## src/design/grm_pkg.sv

```systemverilog
// ---------------------------------------------------------------------------
// grm_pkg
// Shared types and constants for the graph reachability matrix core.
// ---------------------------------------------------------------------------
package grm_pkg;

  localparam int REQ_W  = 3;
  localparam int NODE_W = 6;
  localparam int DEG_W  = 7;
  localparam int CNT_W  = 13;
  localparam int MASK_W = 64;
  localparam int CFG_W  = 7;

  localparam logic [CFG_W-1:0] NODE_COUNT_RST = 7'd64;

  localparam logic [REQ_W-1:0] REQ_ADD       = 3'd0;
  localparam logic [REQ_W-1:0] REQ_TEST      = 3'd1;
  localparam logic [REQ_W-1:0] REQ_TRANSPOSE = 3'd2;
  localparam logic [REQ_W-1:0] REQ_FWD       = 3'd3;
  localparam logic [REQ_W-1:0] REQ_BWD       = 3'd4;

  typedef struct packed {
    logic load_req;
    logic flip;
    logic reach_start;
    logic reach_step;
    logic look;
    logic load_reject;
    logic load_out;
  } grm_cmd_t;

  typedef struct packed {
    logic bad;
    logic is_transpose;
    logic is_reach;
    logic reach_done;
  } grm_sts_t;

endpackage

```

## src/design/grm_ctrl.sv

```systemverilog
// ---------------------------------------------------------------------------
// grm_ctrl
// Request sequencer: decodes each word and steps the datapath through it.
// ---------------------------------------------------------------------------
module grm_ctrl (
  input  logic              clk,
  input  logic              rst_n,
  input  logic              in_valid,
  output logic              in_ready,
  output logic              out_valid,
  input  logic              out_ready,
  input  grm_pkg::grm_sts_t sts,
  output grm_pkg::grm_cmd_t cmd
);

  typedef enum logic [6:0] {
    ST_IDLE   = 7'b0000001,
    ST_DECIDE = 7'b0000010,
    ST_REACH  = 7'b0000100,
    ST_READ   = 7'b0001000,
    ST_LOOK   = 7'b0010000,
    ST_DONE   = 7'b0100000,
    ST_SPARE  = 7'b1000000
  } state_t;

  state_t state_r, state_nxt;
  logic   out_valid_r, out_valid_nxt;

  always_comb begin
    state_nxt     = state_r;
    cmd           = '0;
    in_ready      = 1'b0;
    out_valid_nxt = out_valid_r && !out_ready;
    case (state_r)
      ST_IDLE: begin
        in_ready = 1'b1;
        if (in_valid) begin
          cmd.load_req = 1'b1;
          state_nxt    = ST_DECIDE;
        end
      end
      ST_DECIDE: begin
        if (sts.bad) begin
          cmd.load_reject = 1'b1;
          state_nxt       = ST_DONE;
        end else if (sts.is_transpose) begin
          cmd.flip  = 1'b1;
          state_nxt = ST_READ;
        end else if (sts.is_reach) begin
          cmd.reach_start = 1'b1;
          state_nxt       = ST_REACH;
        end else begin
          state_nxt = ST_READ;
        end
      end
      ST_REACH: begin
        cmd.reach_step = 1'b1;
        if (sts.reach_done) begin
          state_nxt = ST_READ;
        end
      end
      ST_READ: begin
        state_nxt = ST_LOOK;
      end
      ST_LOOK: begin
        cmd.look  = 1'b1;
        state_nxt = ST_DONE;
      end
      ST_DONE: begin
        if (!out_valid_r || out_ready) begin
          cmd.load_out  = 1'b1;
          out_valid_nxt = 1'b1;
          state_nxt     = ST_IDLE;
        end
      end
      default: begin
        state_nxt = ST_IDLE;
      end
    endcase
  end

  always_ff @(posedge clk) begin
    if (!rst_n) begin
      state_r     <= ST_IDLE;
      out_valid_r <= 1'b0;
    end else begin
      state_r     <= state_nxt;
      out_valid_r <= out_valid_nxt;
    end
  end

  assign out_valid = out_valid_r;

endmodule

```

## config.mk

```make
export PLATFORM = sky130hd
export DESIGN_NAME = grm_ctrl
export DESIGN_NICKNAME = d
export VERILOG_FILES = /design/src/design/grm_pkg.sv /design/src/design/grm_ctrl.sv
export SDC_FILE = /design/constraint.sdc
export NUM_CORES = 1
export LEC_CHECK = 0
export ABC_AREA = 1
export BUFFER_PORTS_ARGS = -buffer_cell sky130_fd_sc_hd__buf_2
export CORE_AREA = 10 10 47 49
export CTS_BUF_LIST = sky130_fd_sc_hd__clkbuf_2
export CTS_CLUSTER_DIAMETER = 120
export CTS_CLUSTER_SIZE = 10
export DETAILED_ROUTE_END_ITERATION = 8
export DIE_AREA = 0 0 57 59
export PLACE_DENSITY = 0.68
export SLEW_MARGIN = 10
export SYNTH_ARGS = -nofsm -noshare
export SYNTH_HDL_FRONTEND = slang
export SYNTH_SLANG_ARGS = --single-unit
```

## constraint.sdc

```tcl
create_clock -name clk -period 0.9 [get_ports clk]
set_input_delay 0.045 -clock clk [delete_from_list [all_inputs] [get_ports clk]]
set_output_delay 0.045 -clock clk [all_outputs]
set_load 0.01 [all_outputs]
```

==> results_dict.tcl <==
set metrics [dict create \
    dieHeight_um 59 \
    p_int_uw 548 \
    arrival_ns 1.29 \
    n_fill_cell 127 \
    synth_edf_count 0 \
    grtUsageTotal_pct 8.87 \
    grtUsageMet3_pct 3.22 \
    leakagePower_nw 0.441 \
    dr.first_iter.drc_count 18 \
    cts-root-buf "clkbuf_2" \
    setup_tns_ns -4.64 \
    ctsHoldBuffers 0 \
    grt_pass1_vias 601 \
    design.core.area_um2 1400 \
    synth_top_area_share_pct 31.6 \
    wirelength_um 1420 \
    violations "setup timing" \
    routed_via_density 4.92 \
    grt_pass1_wl_um 2350 \
    min_period_over_period_pct 148 \
    clk_pin_slew_ns 0.08 \
    grtUsageMet2_pct 15.3 \
    power_density_nw_per_um2 989 \
    pwr-share-clk_pct 31.0 \
    maxCapViolCount 0 \
    diodes 0 \
    crit_required_ns 0.85 \
    dpl.cell_count 102 \
    ys_warn_count 0 \
    drive_gt1_share_pct 68.9 \
    grt_max_degree 6 \
    avgSynthCellArea_um2 6.51 \
    dieArea_um2 3360 \
    cp-end-kind "output port" \
    num_vias 586 \
    r2r_cells 6 \
    port_buffers 16 \
    hold_path_class "in2reg" \
    path_class "reg2out" \
    status "complete, but fails checks" \
    drc 0 \
    fin_ws_ns -0.433 \
    synthSimpleGateAreaFrac_pct 46.9 \
    worstMarginPinSlew_ns 0.220 \
    met1_usage_pct 7.62 \
    syn_inst 68 \
    area_growth_pct 88.4 \
    sw_frac_of_total_pct 33.6 \
    clock-sinks 7 \
    dr.pass1.iters 6 \
    ys_seq_elements 7 \
    synth-xor-area-share_pct 0 \
    rsz0062_at_grt "true" \
    die_w_um 57 \
    num_rows 14 \
    async_reset_ff_share_pct 0 \
    final-setup-viol-count 15 \
    post-route-min-period_ns 1.33 \
    path_buf_inv 3 \
    ir_worst_vdd_mv 0.823 \
    finalPower_uw 825 \
    io_pins 17 \
    synthAdderAreaFrac_pct 0 \
    cts.path.max_buffers 2 \
    clock_latency_ns 0.26 \
    fmax_mhz 750 \
    dp_hpwl_um 890 \
    numCtsBuffers 3 \
    path_cells "nor2_4, buf_6, nand4_1, inv_1, buf_2" \
    synth-compound-area-share_pct 4.52 \
    max_stage_delay_ns 0.35 \
    start_util_pct 31.6 \
    min_path_cells 2 \
    ys_seq_area_share_pct 31.6 \
    ys.flop_type "dfxtp_1" \
    drv_slew 0 \
    final_net_count 112 \
    place.gp.congestion 0.818 \
    cp-start-kind "flop" \
    clock-skew-final_ns 0.000767 \
    ant_nets 0 \
    yosysTopAreaCell "dfxtp_1" \
    pwr-share-comb_pct 28.6 \
    synth_top_family_by_area "simple AND/OR/NAND/NOR gates" \
    h-tree-depth 1 \
    cp_num_cells 5 \
    relSlewSlack_pct 85.3 \
    grt_overflow 0 \
    switchingPower_uw 277 \
    antenna_found_initial 0 \
    cts_tree "built" \
    cp_slowest_cell "dfxtp_4" \
    routedWlPerCell_um 11.9 \
    ys_types 15 \
    synth_common_cells "17 x inv_1, 11 x nor2_1, 9 x nand3_1" \
    finalNonFillerCells 119 \
    synth.area.mux_share_pct 0 \
    yosysMostFrequentCell "inv_1" \
    busiest_layer "met2" \
    yosys-top-cells-area "dfxtp_1 32%, inv_1 14%, nand3_1 10%, nor2_1 9.3%, nor2_2 5.6%" \
    hold_violations 0 \
    synth_nets 76 \
    p_seq_share_pct 40.4 \
    synth.cell_area_um2 443 \
    path_max_fanout 4 \
    path_delay_family "buffers and inverters" \
]
[power groups by stage]
stage | Clock [mW] | Combinational [mW] | Sequential (mW)
6_report | 0.256 | 0.236 | 0.333
4_1_cts | 0.246 | 0.216 | 0.336
2_1_floorplan | 0 | 0.0910 | 0.343
3_3_place_gp | 0 | 0.146 | 0.344
5_1_grt | 0.263 | 0.260 | 0.335
3_5_place_dp | 0 | 0.147 | 0.344
[flip-flops by register name, indices dropped and copies added, names as in the netlist]
name and count:
out_valid 1, state_r 6
[cells by family (layout without fill, tap and decap cells)]
group / Yosys count / count (layout)
and+or+nand+nor: 38 / 38
buffers and inverters: 19 / 54
DFF: 7 / 7
AOI/OAI and AO/OA: 4 / 4
[area by class of cell]
| cell class | count | area (um2) | share of cell area, % |
|---|---|---|---|
| multi-input combinational | 42 | 319 | 38.2 |
| sequential | 7 | 153 | 18.3 |
| timing repair buffer | 32 | 255 | 30.6 |
| tap | 16 | 20.0 | 2.40 |
| clock buffer | 4 | 20.0 | 2.40 |
| inverter | 18 | 67.6 | 8.10 |
[layer usage]
| layer | vias up | routed length (um) | part of all wire [%] |
|---|---|---|---|
| li1 | 281 | - | - |
| met3 | 5 | 130 | 9.2 |
| met2 | 26 | 664 | 47 |
| met4 | 0 | 62 | 4.4 |
| met5 | - | 0 | 0 |
| met1 | 274 | 561 | 40 |
[worst paths after layout]
path,from,end,slack [ns]
worst max-delay path,state_r[2]$_SDFFE_PN0P_,cmd[1],-0.43
worst min-delay path,rst_n,state_r[0]$_SDFFE_PN1P_,0.006
worst max register to register,state_r[4]$_SDFFE_PN0P_,state_r[3]$_SDFFE_PN0P_,-0.36
worst min register to register,state_r[5]$_SDFFE_PN0P_,state_r[4]$_SDFFE_PN0P_,0.63
[cells in the final DEF, fill, tap and decap left out, types with 5 or more instances in the layout]
cell type   n
buf_2      13
inv_1      12
buf_4      11
inv_2       6
nor2_4      6
nand3_2     6
nor2_1      6
buf_6       6
nor2_2      5
[worst register-to-register path, stage by stage (launching register included)]
cell and delay, ns:
dfxtp_4 0.36, nor2_4 0.18, buf_12 0.14, nand3_2 0.13, nand2_1 0.14, o21ai_1 0.09, nor3_2 0.15
[what timing repair did]
item	CTS	global route
gates resized for setup	22	6
endpoints found under the setup margin	13	15
buffers inserted	11	3
pin swaps	15	9
[stage by stage]
stage	hold WS [ns]	utilization, %	setup WS [ns]	area, um2
3_3_place_gp	0.264	41.4	-0.169	581
5_1_grt	0.0161	59.6	-0.483	835
6_report	0.00573	59.6	-0.433	835
4_1_cts	0.00814	56.7	-0.404	795
3_5_place_dp	0.265	41.4	-0.162	581
2_1_floorplan	0.124	-	-0.0631	465
Note: power is estimated with default switching activity, not from simulation.
